<file path="src/rtl/core/vja_pkg.sv">
// ============================================================================
// vja_pkg: shared types and constants for the vibration jerk alarm
// Field widths of the accelerometer samples, the squared-difference sum and
// the integer root, plus the axis bundle passed between modules.
// ============================================================================
package vja_pkg;

    localparam int AXIS_W    = 15;            // signed milli-g per axis
    localparam int DIFF_W    = AXIS_W + 1;    // signed sample-to-sample delta
    localparam int MAG_W     = AXIS_W;        // |delta| always fits 15 bits
    localparam int SQ_W      = 2 * MAG_W;     // one squared delta
    localparam int SUM_W     = SQ_W + 2;      // sum of three squares
    localparam int ROOT_W    = SUM_W / 2;     // floor root of the sum
    localparam int REM_W     = ROOT_W + 1;    // root remainder, <= 2*root
    localparam int LIMIT_W   = 16;
    localparam int OVER_W    = 2;             // shown count field
    localparam int OVER_MAX  = 3;

    localparam logic [LIMIT_W-1:0] LIMIT_RESET = 16'd100;

    typedef struct packed {
        logic signed [AXIS_W-1:0] x;
        logic signed [AXIS_W-1:0] y;
        logic signed [AXIS_W-1:0] z;
    } t_axes;

    // start/done handshake of a multi-cycle unit
    typedef struct packed {
        logic start;
    } t_unit_req;

    typedef struct packed {
        logic busy;
        logic done;
    } t_unit_rsp;

endpackage

</file>
<file path="src/rtl/core/vja_sqsum.sv">
// ============================================================================
// vja_sqsum: sum of squared axis deltas on one shared multiplier
// One axis per cycle: delta, magnitude and square into a product register,
// then accumulation of that product on the following cycle.
// ============================================================================
module vja_sqsum (
    input  logic                         i_clk,
    input  logic                         i_rst_n,
    input  vja_pkg::t_unit_req           i_req,
    input  vja_pkg::t_axes               i_cur,
    input  vja_pkg::t_axes               i_last,
    output vja_pkg::t_unit_rsp           o_rsp,
    output logic [vja_pkg::SUM_W-1:0]    o_sum
);

    localparam logic [1:0] PH_X    = 2'd0;
    localparam logic [1:0] PH_Y    = 2'd1;
    localparam logic [1:0] PH_Z    = 2'd2;
    localparam logic [1:0] PH_LAST = 2'd3;

    logic                          r_busy;
    logic                          r_done;
    logic [1:0]                    r_phase;
    logic [vja_pkg::SQ_W-1:0]      r_prod;
    logic [vja_pkg::SUM_W-1:0]     r_acc;

    logic signed [vja_pkg::AXIS_W-1:0] a_cur;
    logic signed [vja_pkg::AXIS_W-1:0] a_last;
    logic signed [vja_pkg::DIFF_W-1:0] delta;
    logic signed [vja_pkg::DIFF_W-1:0] delta_abs;
    logic [vja_pkg::MAG_W-1:0]         mag;
    logic [vja_pkg::SQ_W-1:0]          n_prod;

    always_comb begin
        unique case (r_phase)
            PH_X: begin
                a_cur  = i_cur.x;
                a_last = i_last.x;
            end
            PH_Y: begin
                a_cur  = i_cur.y;
                a_last = i_last.y;
            end
            default: begin
                a_cur  = i_cur.z;
                a_last = i_last.z;
            end
        endcase
    end

    always_comb begin
        delta     = vja_pkg::DIFF_W'(a_cur) - vja_pkg::DIFF_W'(a_last);
        delta_abs = delta[vja_pkg::DIFF_W-1] ? -delta : delta;
        mag       = delta_abs[vja_pkg::MAG_W-1:0];
        n_prod    = vja_pkg::SQ_W'(mag) * vja_pkg::SQ_W'(mag);
    end

    always_ff @(posedge i_clk) begin
        if (!i_rst_n) begin
            r_busy  <= 1'b0;
            r_done  <= 1'b0;
            r_phase <= PH_X;
        end else begin
            r_done <= 1'b0;
            if (i_req.start) begin
                r_busy  <= 1'b1;
                r_phase <= PH_X;
            end else if (r_busy) begin
                r_phase <= r_phase + 2'd1;
                if (r_phase == PH_LAST) begin
                    r_busy <= 1'b0;
                    r_done <= 1'b1;
                end
            end
        end
    end

    always_ff @(posedge i_clk) begin
        if (i_req.start) begin
            r_acc <= '0;
        end else if (r_busy) begin
            if (r_phase != PH_LAST) r_prod <= n_prod;
            if (r_phase != PH_X)    r_acc  <= r_acc + vja_pkg::SUM_W'(r_prod);
        end
    end

    assign o_rsp.busy = r_busy;
    assign o_rsp.done = r_done;
    assign o_sum      = r_acc;

endmodule

</file>
<file path="src/rtl/core/vja_isqrt.sv">
// ============================================================================
// vja_isqrt: bit-serial integer square root, floor
// Restoring digit recurrence, one root bit per cycle on one subtractor.
// ============================================================================
module vja_isqrt (
    input  logic                         i_clk,
    input  logic                         i_rst_n,
    input  vja_pkg::t_unit_req           i_req,
    input  logic [vja_pkg::SUM_W-1:0]    i_radicand,
    output vja_pkg::t_unit_rsp           o_rsp,
    output logic [vja_pkg::ROOT_W-1:0]   o_root
);

    localparam int CNT_W = $clog2(vja_pkg::ROOT_W);
    localparam int TRY_W = vja_pkg::REM_W + 2;
    localparam logic [CNT_W-1:0] LAST_STEP = CNT_W'(vja_pkg::ROOT_W - 1);

    logic                          r_busy;
    logic                          r_done;
    logic [CNT_W-1:0]              r_step;
    logic [vja_pkg::SUM_W-1:0]     r_n;
    logic [vja_pkg::REM_W-1:0]     r_rem;
    logic [vja_pkg::ROOT_W-1:0]    r_root;

    logic [TRY_W-1:0] part;
    logic [TRY_W-1:0] trial;
    logic [TRY_W-1:0] diff;
    logic             fits;

    always_comb begin
        part  = {r_rem, r_n[vja_pkg::SUM_W-1 -: 2]};
        trial = {1'b0, r_root, 2'b01};
        diff  = part - trial;
        fits  = (part >= trial);
    end

    always_ff @(posedge i_clk) begin
        if (!i_rst_n) begin
            r_busy <= 1'b0;
            r_done <= 1'b0;
            r_step <= '0;
        end else begin
            r_done <= 1'b0;
            if (i_req.start) begin
                r_busy <= 1'b1;
                r_step <= '0;
            end else if (r_busy) begin
                r_step <= r_step + CNT_W'(1);
                if (r_step == LAST_STEP) begin
                    r_busy <= 1'b0;
                    r_done <= 1'b1;
                end
            end
        end
    end

    always_ff @(posedge i_clk) begin
        if (i_req.start) begin
            r_n    <= i_radicand;
            r_rem  <= '0;
            r_root <= '0;
        end else if (r_busy) begin
            r_n    <= {r_n[vja_pkg::SUM_W-3:0], 2'b00};
            r_rem  <= fits ? diff[vja_pkg::REM_W-1:0] : part[vja_pkg::REM_W-1:0];
            r_root <= {r_root[vja_pkg::ROOT_W-2:0], fits};
        end
    end

    assign o_rsp.busy = r_busy;
    assign o_rsp.done = r_done;
    assign o_root     = r_root;

endmodule

</file>
<file path="src/rtl/core/vibration_jerk_alarm_top.sv">
// ============================================================================
// vibration_jerk_alarm_top: sample-to-sample vibration alarm
// Vibration is floor(sqrt(dx^2+dy^2+dz^2)) against the previous sample; a
// run of samples at or above the limit raises a saturating count and alarm.
// ============================================================================
//
//  channel   handshake                  payload
//  --------  -------------------------  -----------------------------------
//  sample    i_in_valid / o_in_stall    i_accel_x, i_accel_y, i_accel_z
//  result    o_out_valid / i_out_stall  o_vibration, o_alarm, o_over_count
//  config    i_cfg_valid / o_cfg_ready  i_cfg_data (vibration limit)
//
//  From accept to result a sample beat passes the shared multiplier of the
//  square sum, a hand-over, the bit-serial root (one bit per cycle), and
//  the done state, which registers the result once the result slot is free.
//  o_in_stall is high from accept until the result is loaded; a new sample
//  can be taken while the result beat still waits on i_out_stall.
//  Reset is synchronous, active low; the limit resets to 100 milli-g.
//
module vibration_jerk_alarm_top #(
    parameter int ALARM_COUNT = 3
) (
    input  logic                               i_clk,
    input  logic                               i_rst_n,
    // sample channel
    input  logic                               i_in_valid,
    output logic                               o_in_stall,
    input  logic signed [vja_pkg::AXIS_W-1:0]  i_accel_x,
    input  logic signed [vja_pkg::AXIS_W-1:0]  i_accel_y,
    input  logic signed [vja_pkg::AXIS_W-1:0]  i_accel_z,
    // result channel
    output logic                               o_out_valid,
    input  logic                               i_out_stall,
    output logic [vja_pkg::ROOT_W-1:0]         o_vibration,
    output logic                               o_alarm,
    output logic [vja_pkg::OVER_W-1:0]         o_over_count,
    // config channel
    input  logic                               i_cfg_valid,
    output logic                               o_cfg_ready,
    input  logic [vja_pkg::LIMIT_W-1:0]        i_cfg_data
);

    // run counter must be able to hold ALARM_COUNT itself
    localparam int CNT_W = $clog2(ALARM_COUNT + 1);
    localparam int EXT_W = CNT_W + vja_pkg::OVER_W;
    localparam logic [CNT_W-1:0] CNT_TOP = CNT_W'(ALARM_COUNT);

    typedef enum logic [3:0] {
        S_IDLE = 4'b0001,
        S_SQ   = 4'b0010,
        S_ROOT = 4'b0100,
        S_DONE = 4'b1000
    } t_state;

    t_state r_state;
    t_state n_state;

    vja_pkg::t_axes              r_cur;
    vja_pkg::t_axes              r_last;
    logic                        r_have_last;
    logic                        r_first;      // this sample has no predecessor
    logic [CNT_W-1:0]            r_count;
    logic [vja_pkg::LIMIT_W-1:0] r_limit;

    logic                        r_out_valid;
    logic [vja_pkg::ROOT_W-1:0]  r_vib;
    logic                        r_alarm;
    logic [vja_pkg::OVER_W-1:0]  r_over;

    vja_pkg::t_unit_req          sq_req;
    vja_pkg::t_unit_rsp          sq_rsp;
    vja_pkg::t_unit_req          rt_req;
    vja_pkg::t_unit_rsp          rt_rsp;
    logic [vja_pkg::SUM_W-1:0]   sq_sum;
    logic [vja_pkg::ROOT_W-1:0]  rt_root;

    logic                        in_take;
    logic                        slot_free;
    logic                        load;
    logic [vja_pkg::ROOT_W-1:0]  n_vib;
    logic [CNT_W-1:0]            n_count;
    logic [EXT_W-1:0]            count_ext;

    assign in_take   = i_in_valid && (r_state == S_IDLE);
    assign slot_free = !r_out_valid || !i_out_stall;
    assign load      = (r_state == S_DONE) && slot_free;

    assign sq_req.start = in_take;
    assign rt_req.start = sq_rsp.done;

    vja_sqsum u_sqsum (
        .i_clk   (i_clk),
        .i_rst_n (i_rst_n),
        .i_req   (sq_req),
        .i_cur   (r_cur),
        .i_last  (r_last),
        .o_rsp   (sq_rsp),
        .o_sum   (sq_sum)
    );

    vja_isqrt u_isqrt (
        .i_clk      (i_clk),
        .i_rst_n    (i_rst_n),
        .i_req      (rt_req),
        .i_radicand (sq_sum),
        .o_rsp      (rt_rsp),
        .o_root     (rt_root)
    );

    // sequencer
    always_comb begin
        n_state = r_state;
        unique case (r_state)
            S_IDLE:  if (in_take)     n_state = S_SQ;
            S_SQ:    if (sq_rsp.done) n_state = S_ROOT;
            S_ROOT:  if (rt_rsp.done) n_state = S_DONE;
            S_DONE:  if (slot_free)   n_state = S_IDLE;
            default:                  n_state = S_IDLE;
        endcase
    end

    // first sample reports zero; compare and run count follow
    always_comb begin
        n_vib = r_first ? '0 : rt_root;
        if (n_vib >= r_limit) begin
            n_count = (r_count < CNT_TOP) ? r_count + CNT_W'(1) : r_count;
        end else begin
            n_count = '0;
        end
        count_ext = EXT_W'(n_count);
    end

    always_ff @(posedge i_clk) begin
        if (!i_rst_n) begin
            r_state     <= S_IDLE;
            r_have_last <= 1'b0;
            r_count     <= '0;
            r_limit     <= vja_pkg::LIMIT_RESET;
            r_out_valid <= 1'b0;
        end else begin
            r_state <= n_state;
            if (i_cfg_valid) r_limit <= i_cfg_data;
            if (load) begin
                r_have_last <= 1'b1;
                r_count     <= n_count;
                r_out_valid <= 1'b1;
            end else if (!i_out_stall) begin
                r_out_valid <= 1'b0;
            end
        end
    end

    // payload registers
    always_ff @(posedge i_clk) begin
        if (in_take) begin
            r_cur.x <= i_accel_x;
            r_cur.y <= i_accel_y;
            r_cur.z <= i_accel_z;
            r_first <= !r_have_last;
        end
        if (load) begin
            r_last  <= r_cur;
            r_vib   <= n_vib;
            r_alarm <= (n_count >= CNT_TOP);
            r_over  <= (count_ext > EXT_W'(vja_pkg::OVER_MAX)) ?
                       vja_pkg::OVER_W'(vja_pkg::OVER_MAX) :
                       count_ext[vja_pkg::OVER_W-1:0];
        end
    end

    // r_last is payload: before the first load it is unused (r_first masks it)
    always_comb begin
        o_in_stall   = (r_state != S_IDLE);
        o_out_valid  = r_out_valid;
        o_vibration  = r_vib;
        o_alarm      = r_alarm;
        o_over_count = r_over;
        o_cfg_ready  = 1'b1;
    end

    // ---------------------------------------------------------------- checks
    a_sq_done_in_sq: assert property (@(posedge i_clk) disable iff (!i_rst_n)
        sq_rsp.done |-> (r_state == S_SQ))
        else $error("square sum finished outside its phase");

    a_root_done_in_root: assert property (@(posedge i_clk) disable iff (!i_rst_n)
        rt_rsp.done |-> (r_state == S_ROOT))
        else $error("root finished outside its phase");

    a_units_exclusive: assert property (@(posedge i_clk) disable iff (!i_rst_n)
        !(sq_rsp.busy && rt_rsp.busy))
        else $error("shared units active together");

    a_count_bound: assert property (@(posedge i_clk) disable iff (!i_rst_n)
        r_count <= CNT_TOP)
        else $error("run count beyond alarm count");

    a_alarm_count: assert property (@(posedge i_clk) disable iff (!i_rst_n)
        (o_out_valid && o_alarm) |-> (o_over_count != '0))
        else $error("alarm with zero count");

endmodule

</file>
<file path="config.mk">
export PLATFORM = sky130hd
export DESIGN_NAME = vibration_jerk_alarm_top
export DESIGN_NICKNAME = d
export VERILOG_FILES = /design/src/rtl/core/vja_pkg.sv /design/src/rtl/core/vja_sqsum.sv /design/src/rtl/core/vja_isqrt.sv /design/src/rtl/core/vibration_jerk_alarm_top.sv
export SDC_FILE = /design/constraint.sdc
export NUM_CORES = 1
export LEC_CHECK = 0
export ABC_AREA = 1
export ABC_CLOCK_PERIOD_IN_PS = 16400
export BUFFER_PORTS_ARGS = -buffer_cell sky130_fd_sc_hd__buf_2
export CORE_MARGIN = 3
export CORE_UTILIZATION = 60
export CTS_CLUSTER_SIZE = 10
export DETAILED_ROUTE_END_ITERATION = 16
export HOLD_SLACK_MARGIN = 0.02
export PLACE_DENSITY = 0.74
export SLEW_MARGIN = 25
export SYNTH_ARGS = -nofsm -noshare
export SYNTH_HDL_FRONTEND = slang
export SYNTH_SLANG_ARGS = --single-unit
</file>
<file path="constraint.sdc">
create_clock -name i_clk -period 16.4 [get_ports i_clk]
set_input_delay 2.46 -clock i_clk [delete_from_list [all_inputs] [get_ports i_clk]]
set_output_delay 2.46 -clock i_clk [all_outputs]
set_load 0.01 [all_outputs]
</file>
==> results.txt, run 1 <==
Status - complete, no violations
Hold_buf cts - 0
Syn nets - 2,715
Hold path depth - 0
Htree depth - 1
Ant diodes - 0
Min cycle time layout - 9.30 ns
Hold Vio Cnt, Final - 0
Worst-margin pin slew - 0.922 ns
Setup Skew - 0.0109 ns
Area delta synth->final - 8.52%
Max Fclk - 108 MHz
Crit path kind - register to register
GRT Total Usage - 25.3%
Commonest non-fill, non-tap cell in the layout - nand2_1
Vias - 15,702
Number of global-route vias before repair - 15,701
Final setup fails - 0
Initial core utilization - 61.7%
Die W - 190 um
Netlist cell types - 56
Signal arrival time at the worst endpoint - 9.61 ns
CP endpoint kind - register
Synth Cell Area - 20,300 um^2
Rel. slew slack - 38.2%
Port Buffers - 86
DRC viols - 0
Routed vias/inst - 5.46
Max Cap Viol - 0
Cell taking the most area after synthesis - edfxtp_1
Post-CTS sizing - 0
Warnings, synthesis - 0
Final setup TNS - 0 ns
Req. time, crit path - 16.71 ns
Clock Tree Buf Depth - 3
CP peak stage delay - 0.54 ns
RSZ-0062 raised after global routing - false
Share of the synthesized area in the top cell type - 25.3%
Clock-pin slew on the worst setup and hold paths - 0.05 ns
CP startpoint kind - register
Slew Limit Fails - 0
Largest net degree at the start of global routing - 48
Routed wire per std cell - 15.5 um
Post-DRT Antenna Nets - 0
Most frequent cells in the layout - nand2_1, inv_1, ha_1
Setup Buffers After CTS - 0
Slowest cell on crit path - fa_1
GRT Residual Overflow - 0
First-pass GRT wire length - 75.3 mm
Num ports - 88
CTS tree - yes
CTS root buf - clkbuf_16
Routability cong. - 0.962
DR pass1 iterations - 5
Period utilization - 56.7%
Clock latency at the later pin of the worst-skew pair - 0.56 ns
Share of cells above drive strength 1 - 8.91%
Dominant cells by area after synthesis - edfxtp_1, fa_1, ha_1, dfxtp_1, nand2_1
Avg Inst Size Synth - 8.70 um^2
R2R cell count - 42
Routed wire length - 44.5 mm
Min-Delay Path Class - register to register
Cell Rows - 66
CTS sink count - 270
Nets - 2,791
Cts bufs inserted - 31
#FFs+latches synth - 270
DIE AREA - 36,100 um^2
Cells after Synth - 2,334
Worst-path maximum fanout - 31
Post-DP HPWL - 35.3 mm
Cell mode on critical path - inv_1
Register area share after synthesis - 35.0%
Die height - 190 um
Core ar. - 32,900 um^2
DRT iter0 DRCs - 931
Initial antenna violation count - 0
==> worst max-delay path, delay by kind of cell (launching register included) <==
kind                       cells  cell delay (ns)
adders and majority gates     10             4.27
AOI/OAI and AO/OA              9             1.44
DFF                            1             0.34
xor gates and xnor gates       1             0.14
buffers and inverters         11             1.37
and+or+nand+nor               11             1.51
==> path summary, 6_finish.rpt <==
path                                                 startpoint                           end  slack (ns)
worst max-delay path            u_sqsum.r_phase[1]$_SDFFE_PP0P_  u_sqsum.r_prod[27]$_DFFE_PP_        7.10
worst min-delay path                         r_cur[9]$_DFFE_PP_           r_last[9]$_DFFE_PP_        0.45
worst max register to register  u_sqsum.r_phase[1]$_SDFFE_PP0P_  u_sqsum.r_prod[27]$_DFFE_PP_        7.10
worst min register to register               r_cur[9]$_DFFE_PP_           r_last[9]$_DFFE_PP_        0.45
==> per-stage QoR <==
step           setup slack [ns]  instance area, um^2  hold WS (ns)  util [%]  instances
5_1_grt                    6.31                22000         0.454      66.9       2877
3_3_place_gp               7.40                21100         0.432      64.2       2819
6_report                   7.10                22000         0.447      66.9       2877
4_1_cts                    7.09                22000         0.447      66.9       2877
3_5_place_dp               7.13                21100         0.434      64.2       2819
2_1_floorplan              8.02                20300         0.426         -       2334
==> per-layer routing <==
metal  wire (um)  up-vias  GRT usage [%]
met1       19300     7493           33.2
met2       22200      369           44.5
met5           0        -              0
met3        1880       87           2.67
li1            -     7753              -
met4        1190        0           7.48
==> flip-flops by register name (all words and copies together) (netlist names) <==
name	count
u_isqrt.r_done	1
u_isqrt.r_rem	17
u_sqsum.r_busy	1
r_limit	16
o_alarm	1
r_first	1
r_state	4
u_sqsum.o_sum	32
r_cur	45
r_count	2
u_sqsum.r_prod	29
r_last	45
o_over_count	2
o_vibration	16
u_isqrt.r_busy	1
u_isqrt.r_n	32
u_sqsum.r_done	1
r_have_last	1
u_isqrt.r_step	4
u_isqrt.o_root	16
u_sqsum.r_phase	2
o_out_valid	1
==> logic make-up (layout without fill, tap and decap cells) <==
family	Yosys count	after routing	synth area share, %
AND/OR/NAND/NOR	803	803	16.7
buffers and inverters	501	602	9.50
AO/OA/AOI/OAI	389	389	11.4
adder cells (fa/ha/maj)	315	315	24.5
flip-flops	270	270	35.0
XOR/XNOR	55	55	2.81
other	1	1	0.0185
==> Yosys cell counts, drive strengths merged <==
master,number
nand2,482
inv,446
ha,176
edfxtp,171
nor2,169
a21oi,153
fa,139
dfxtp,99
o21ai,98
nand3,86
clkbuf,37
xor2,36
nand4,27
nor3,24
o21bai,23
a31oi,21
xnor2,19
o211ai,16
a22o,15
buf,15
o22ai,15
a21o,11
a22oi,11
o21a,7
o221ai,6
or2,6
a211oi,5
nand3b,5
a21boi,4
clkinv,3
nor4,3
a31o,2
a221oi,1
conb,1
nor3b,1
o2111ai,1
==> layout make-up <==
| type | count | area, um^2 |
|---|---|---|
| sequential | 270 | 7120 |
| multi-input combinational | 1563 | 11300 |
| fill | 2730 | 10900 |
| tap | 442 | 553 |
| inverter | 449 | 1690 |
| clock buffer | 56 | 870 |
| timing repair buffer | 95 | 498 |
| clock inverter | 2 | 26.3 |
Power of run 1 is not shown: default switching activity piles up to over one toggle a cycle in this logic, so the estimate is an artifact.
==> run 2, diff against run 1 <==
ABC_CLOCK_PERIOD_IN_PS = 8300   (was 16400)
CORE_UTILIZATION = 57   (was 60)
clock period = 8.3 ns   (was 16.4 ns; I/O delays follow)
==> results.txt, run 2 (synthesized netlist as in run 1, its figures left out) <==
Status - complete, no violations
Port Buffers - 86 (unchanged)
Cts bufs inserted - 31 (unchanged)
CP startpoint kind - register
Clock-pin slew on the worst setup and hold paths - 0.06 ns (about the same)
Hold_buf cts - 0 (unchanged)
Worst-margin pin slew - 0.922 ns (+0.000342 ns)
CTS sink count - 270 (unchanged)
Reg area - 7120 um^2 (about the same)
DRC viols - 0 (unchanged)
CP peak stage delay - 0.55 ns (about the same)
Final setup fails - 0 (unchanged)
CTS tree - yes
Min-Delay Path Class - register to register
R2r setup slk - 0.18 ns (-6.91 ns)
Htree depth - 1 (unchanged)
Min cycle time layout - 8.12 ns (-1.19 ns)
Die height - 195 um (+2.5%)
CP endpoint kind - register
Area delta synth->final - 16.6%
Signal arrival time at the worst endpoint - 8.44 ns (-1.17 ns)
Hold Path Sink - r_first$_DFFE_PP_
Hold path startpoint - r_have_last$_SDFFE_PN0P_
Worst-path maximum fanout - 22 (-29%)
Area of the multi-input gates - 11,900 um^2 (+5.4%)
Initial core utilization - 58.4% (-3.3 points)
Num ports - 88 (unchanged)
Crit path kind - register to register
Post-DRT Antenna Nets - 0 (unchanged)
Initial antenna violation count - 0 (unchanged)
Fillers - 2,776 (+1.7%)
R2R cell count - 37 (-12%)
Routed wire length - 47.6 mm (+6.9%)
Routability cong. - 0.971 (+0.90%)
Setup Skew - 0.0426 ns (+0.0317 ns)
CP Depth - 37 (-12%)
WP buf/inv - 8 (-3)
Clock Tree Buf Depth - 3 (unchanged)
Routed wire per std cell - 15.8 um (+1.9%)
Ant diodes - 0 (unchanged)
CTS root buf - clkbuf_16
Share of cells above drive strength 1 - 17.9% (+8.9 points)
DR pass1 iterations - 5 (unchanged)
Dpl cells - 2,943 (+4.4%)
Die W - 195 um (+2.5%)
Core ar. - 34,800 um^2 (+5.6%)
DRT iter0 DRCs - 896 (-3.8%)
Largest net degree at the start of global routing - 48 (unchanged)
Post-DP HPWL - 36.7 mm (+4.2%)
Hold Vio Cnt, Final - 0 (unchanged)
RSZ-0062 raised after global routing - true
Worst R2R End - u_sqsum.r_prod[21]$_DFFE_PP_
Finished Layout Cells - 3,020 (+5.0%)
Clock latency at the later pin of the worst-skew pair - 0.59 ns (+0.03 ns)
Design area - 23,700 um^2 (+7.4%)
Vias - 16,226 (+3.3%)
Largest regs - r_cur x45, r_last x45
First-pass GRT wire length - 78.4 mm (+4.2%)
Max Cap Viol - 0 (unchanged)
Hold path depth - 1 (+1)
Cell Rows - 68 (+3.0%)
Reg2reg start - u_sqsum.r_phase[0]$_SDFFE_PP0P_
Rel. slew slack - 38.1% (about the same)
DIE AREA - 37,900 um^2 (+5.1%)
GRT Residual Overflow - 0 (unchanged)
Nets - 2,921 (+4.7%)
Period utilization - 97.8% (+41 points)
Routed vias/inst - 5.37 (-1.6%)
Most frequent cells in the layout - nand2_1, inv_1, edfxtp_1
Commonest non-fill, non-tap cell in the layout - nand2_1
Number of global-route vias before repair - 16,389 (+4.4%)
Placed Area - 22,000 um^2 (+4.0%)
Cell mode on critical path - fa_1
Slew Limit Fails - 0 (unchanged)
Max Fclk - 123 MHz (+15%)
GRT Total Usage - 24.9% (-0.44 points)
Crit path max-delay family - adder cells
Req. time, crit path - 8.63 ns (-8.08 ns)
Slowest cell on crit path - fa_1
## run 2: final cells by class
type                    instances  area share [%]
clock inverters                 3           0.132
clock buffers                  55            3.66
well taps                     455            2.40
repair buffers                224            6.32
flip-flops and latches        270            30.1
multi-input cells            1564            50.3
inverters                     449            7.15
## run 2: layer usage
metal / vias to the layer above / GRT usage, % / wire length [um]
li1: 8025 / - / -
met1: 7743 / 32.1 / 20400
met2: 383 / 45.0 / 24200
met3: 75 / 2.58 / 1940
met4: 0 / 6.10 / 1070
met5: - / 0 / 0
## run 2: worst max path at each step
| stage | startpoint | to | slack (ns) |
|---|---|---|---|
| 2_1_floorplan | u_sqsum.r_phase[0]$_SDFFE_PP0P_ | u_sqsum.r_prod[27]$_DFFE_PP_ | 0.006 |
| 3_3_place_gp | u_sqsum.r_phase[0]$_SDFFE_PP0P_ | u_sqsum.r_prod[26]$_DFFE_PP_ | -0.004 |
| 3_5_place_dp | u_sqsum.r_phase[0]$_SDFFE_PP0P_ | u_sqsum.r_prod[27]$_DFFE_PP_ | -0.17 |
| 4_1_cts | u_sqsum.r_phase[0]$_SDFFE_PP0P_ | u_sqsum.r_prod[27]$_DFFE_PP_ | 0.01 |
| 5_1_grt | u_sqsum.r_phase[0]$_SDFFE_PP0P_ | u_sqsum.r_prod[21]$_DFFE_PP_ | -0.21 |
| 6_report | u_sqsum.r_phase[0]$_SDFFE_PP0P_ | u_sqsum.r_prod[21]$_DFFE_PP_ | 0.18 |
## run 2: timing repair
action	4_1_cts	5_1_grt
pin swaps	0	68
setup endpoints to repair	10	18
gates resized for setup	12	133
gates cloned	0	1
buffers inserted	0	18
## run 2: stage by stage
stage          setup WS (ns)  hold slack (ns)  utilization (%)   TNS, ns
2_1_floorplan        0.00607            0.426                -         0
3_3_place_gp        -0.00407            0.431             63.2  -0.00407
3_5_place_dp          -0.173            0.434             63.2     -1.17
4_1_cts               0.0114            0.448             65.9         0
5_1_grt               -0.209            0.455             68.0     -1.41
6_report               0.185            0.443             68.0         0
Power of run 2 is left out for the same reason.
==> run 3, diff against run 2 <==
PLACE_DENSITY = 0.82   (was 0.74)
==> results.txt, run 3 (synthesized netlist as in run 1, its figures left out) <==
Status - complete, no violations
R2r setup slk - 0.08 ns (-0.10 ns)
Ant diodes - 0 (unchanged)
Max Cap Viol - 0 (unchanged)
CP peak stage delay - 0.55 ns (about the same)
Initial antenna violation count - 0 (unchanged)
Routed vias/inst - 5.52 (+2.7%)
Commonest non-fill, non-tap cell in the layout - nand2_1
Period utilization - 99.0% (+1.2 points)
Max Fclk - 122 MHz (-1.2%)
Crit path max-delay family - adder cells
Htree depth - 1 (unchanged)
Reg2reg start - u_sqsum.r_phase[0]$_SDFFE_PP0P_
Hold_buf cts - 0 (unchanged)
CP Launch Point - u_sqsum.r_phase[0]$_SDFFE_PP0P_
Setup WS pre-CTS - -0.291 ns (-0.118 ns)
CP startpoint kind - register
Fillers - 2,620 (-5.6%)
Nets - 2,924 (+0.10%)
Cts bufs inserted - 31 (unchanged)
DRT iter0 DRCs - 1,219 (+36%)
Die W - 195 um (unchanged)
Port Buffers - 86 (unchanged)
Min cycle time layout - 8.22 ns (+0.101 ns)
Number of global-route vias before repair - 16,903 (+3.1%)
Largest net degree at the start of global routing - 54 (+13%)
CTS tree - yes
Share of cells above drive strength 1 - 18.4% (+0.54 points)
Initial core utilization - 58.4% (unchanged)
Slew Limit Fails - 0 (unchanged)
DRC viols - 0 (unchanged)
Most frequent cells in the layout - nand2_1, inv_1, edfxtp_1
CTS sink count - 270 (unchanged)
Crit path kind - register to register
Post-DRT Antenna Nets - 0 (unchanged)
Routed wire per std cell - 16.4 um (+4.4%)
Final setup fails - 0 (unchanged)
Routability cong. - 0.984 (+1.3%)
CP endpoint kind - register
Largest regs - r_cur x45, r_last x45
First-pass GRT wire length - 79.5 mm (+1.4%)
DIE AREA - 37,900 um^2 (unchanged)
Fin worst setup slack - 0.0839 ns (-0.101 ns)
Routed wire length - 49.7 mm (+4.4%)
GRT Residual Overflow - 0 (unchanged)
GRT Total Usage - 25.1% (+0.27 points)
CTS root buf - clkbuf_16
Die height - 195 um (unchanged)
Hold path startpoint - r_cur[9]$_DFFE_PP_
Core ar. - 34,800 um^2 (unchanged)
Clock-pin slew on the worst setup and hold paths - 0.06 ns (about the same)
Signal arrival time at the worst endpoint - 8.61 ns (+0.17 ns)
Min-Delay Path Class - register to register
Req. time, crit path - 8.69 ns (+0.06 ns)
Num ports - 88 (unchanged)
Cell Rows - 68 (unchanged)
Vias - 16,674 (+2.8%)
Slowest cell on crit path - fa_1
Hold Vio Cnt, Final - 0 (unchanged)
RSZ-0062 raised after global routing - true
Post-DP HPWL - 37.0 mm (+0.62%)
WP buf/inv - 10 (+2)
Rel. slew slack - 29.6% (-8.5 points)
Worst-margin pin slew - 1.05 ns (+0.130 ns)
Area delta synth->final - 16.9%
Clock latency at the later pin of the worst-skew pair - 0.57 ns (-0.02 ns)
Cell mode on critical path - nand2_1
Worst-path maximum fanout - 26 (+18%)
Clock Tree Buf Depth - 3 (unchanged)
DR pass1 iterations - 5 (unchanged)
Setup Skew - 0.0361 ns (-0.00649 ns)
[run 3: cell count changes in the layout (fill, tap and decap cells not counted), moves of 3 or more]
cell / change
nor2_1: -9
inv_1: +3
a21oi_1: -4
nand2_2: +5
nand2_1: -6
nor2_2: +8
inv_2: -5
[run 3: stage by stage]
stage          util, %  cell area, um^2  hold WS, ns  std cells  TNS (ns)
2_1_floorplan        -            20300        0.426       2334         0
3_3_place_gp      63.2            22000        0.431       2936   -0.0498
3_5_place_dp      63.2            22000        0.437       2936     -1.59
4_1_cts           65.9            22900        0.451       2993         0
5_1_grt           68.2            23700        0.461       3021     -2.23
6_report          68.2            23700        0.452       3021         0
[run 3: cell type report]
class | instances | area [um^2] | area share [%]
multi-input cells | 1564 | 11900 | 50.2
flip-flops and latches | 270 | 7120 | 30.0
inverters | 449 | 1700 | 7.16
repair buffers | 227 | 1550 | 6.51
clock buffers | 55 | 876 | 3.69
well taps | 455 | 569 | 2.40
clock inverters | 1 | 8.76 | 0.0369
[run 3: worst paths after layout]
kind | end | cells after the start
hold reg to reg | r_last[9]$_DFFE_PP_ | 0
setup / recovery | u_sqsum.r_prod[28]$_DFFE_PP_ | 40
setup reg to reg | u_sqsum.r_prod[28]$_DFFE_PP_ | 40
hold / removal | r_last[9]$_DFFE_PP_ | 0
[run 3: per-layer routing]
layer | global-route usage [%] | vias up | share of wire, %
li1 | - | 8020 | -
met1 | 31.9 | 7973 | 40
met2 | 43.5 | 546 | 50
met3 | 4.40 | 135 | 6.1
met4 | 8.77 | 0 | 3.6
met5 | 0 | - | 0
[run 3: repair_timing]
item                       in CTS  in global routing
setup endpoints to repair      13                 17
gates resized for setup        18                138
pin swaps                       6                 69
gates cloned                    0                  1
setup buffers                   1                 27
Power of run 3 is left out for the same reason.
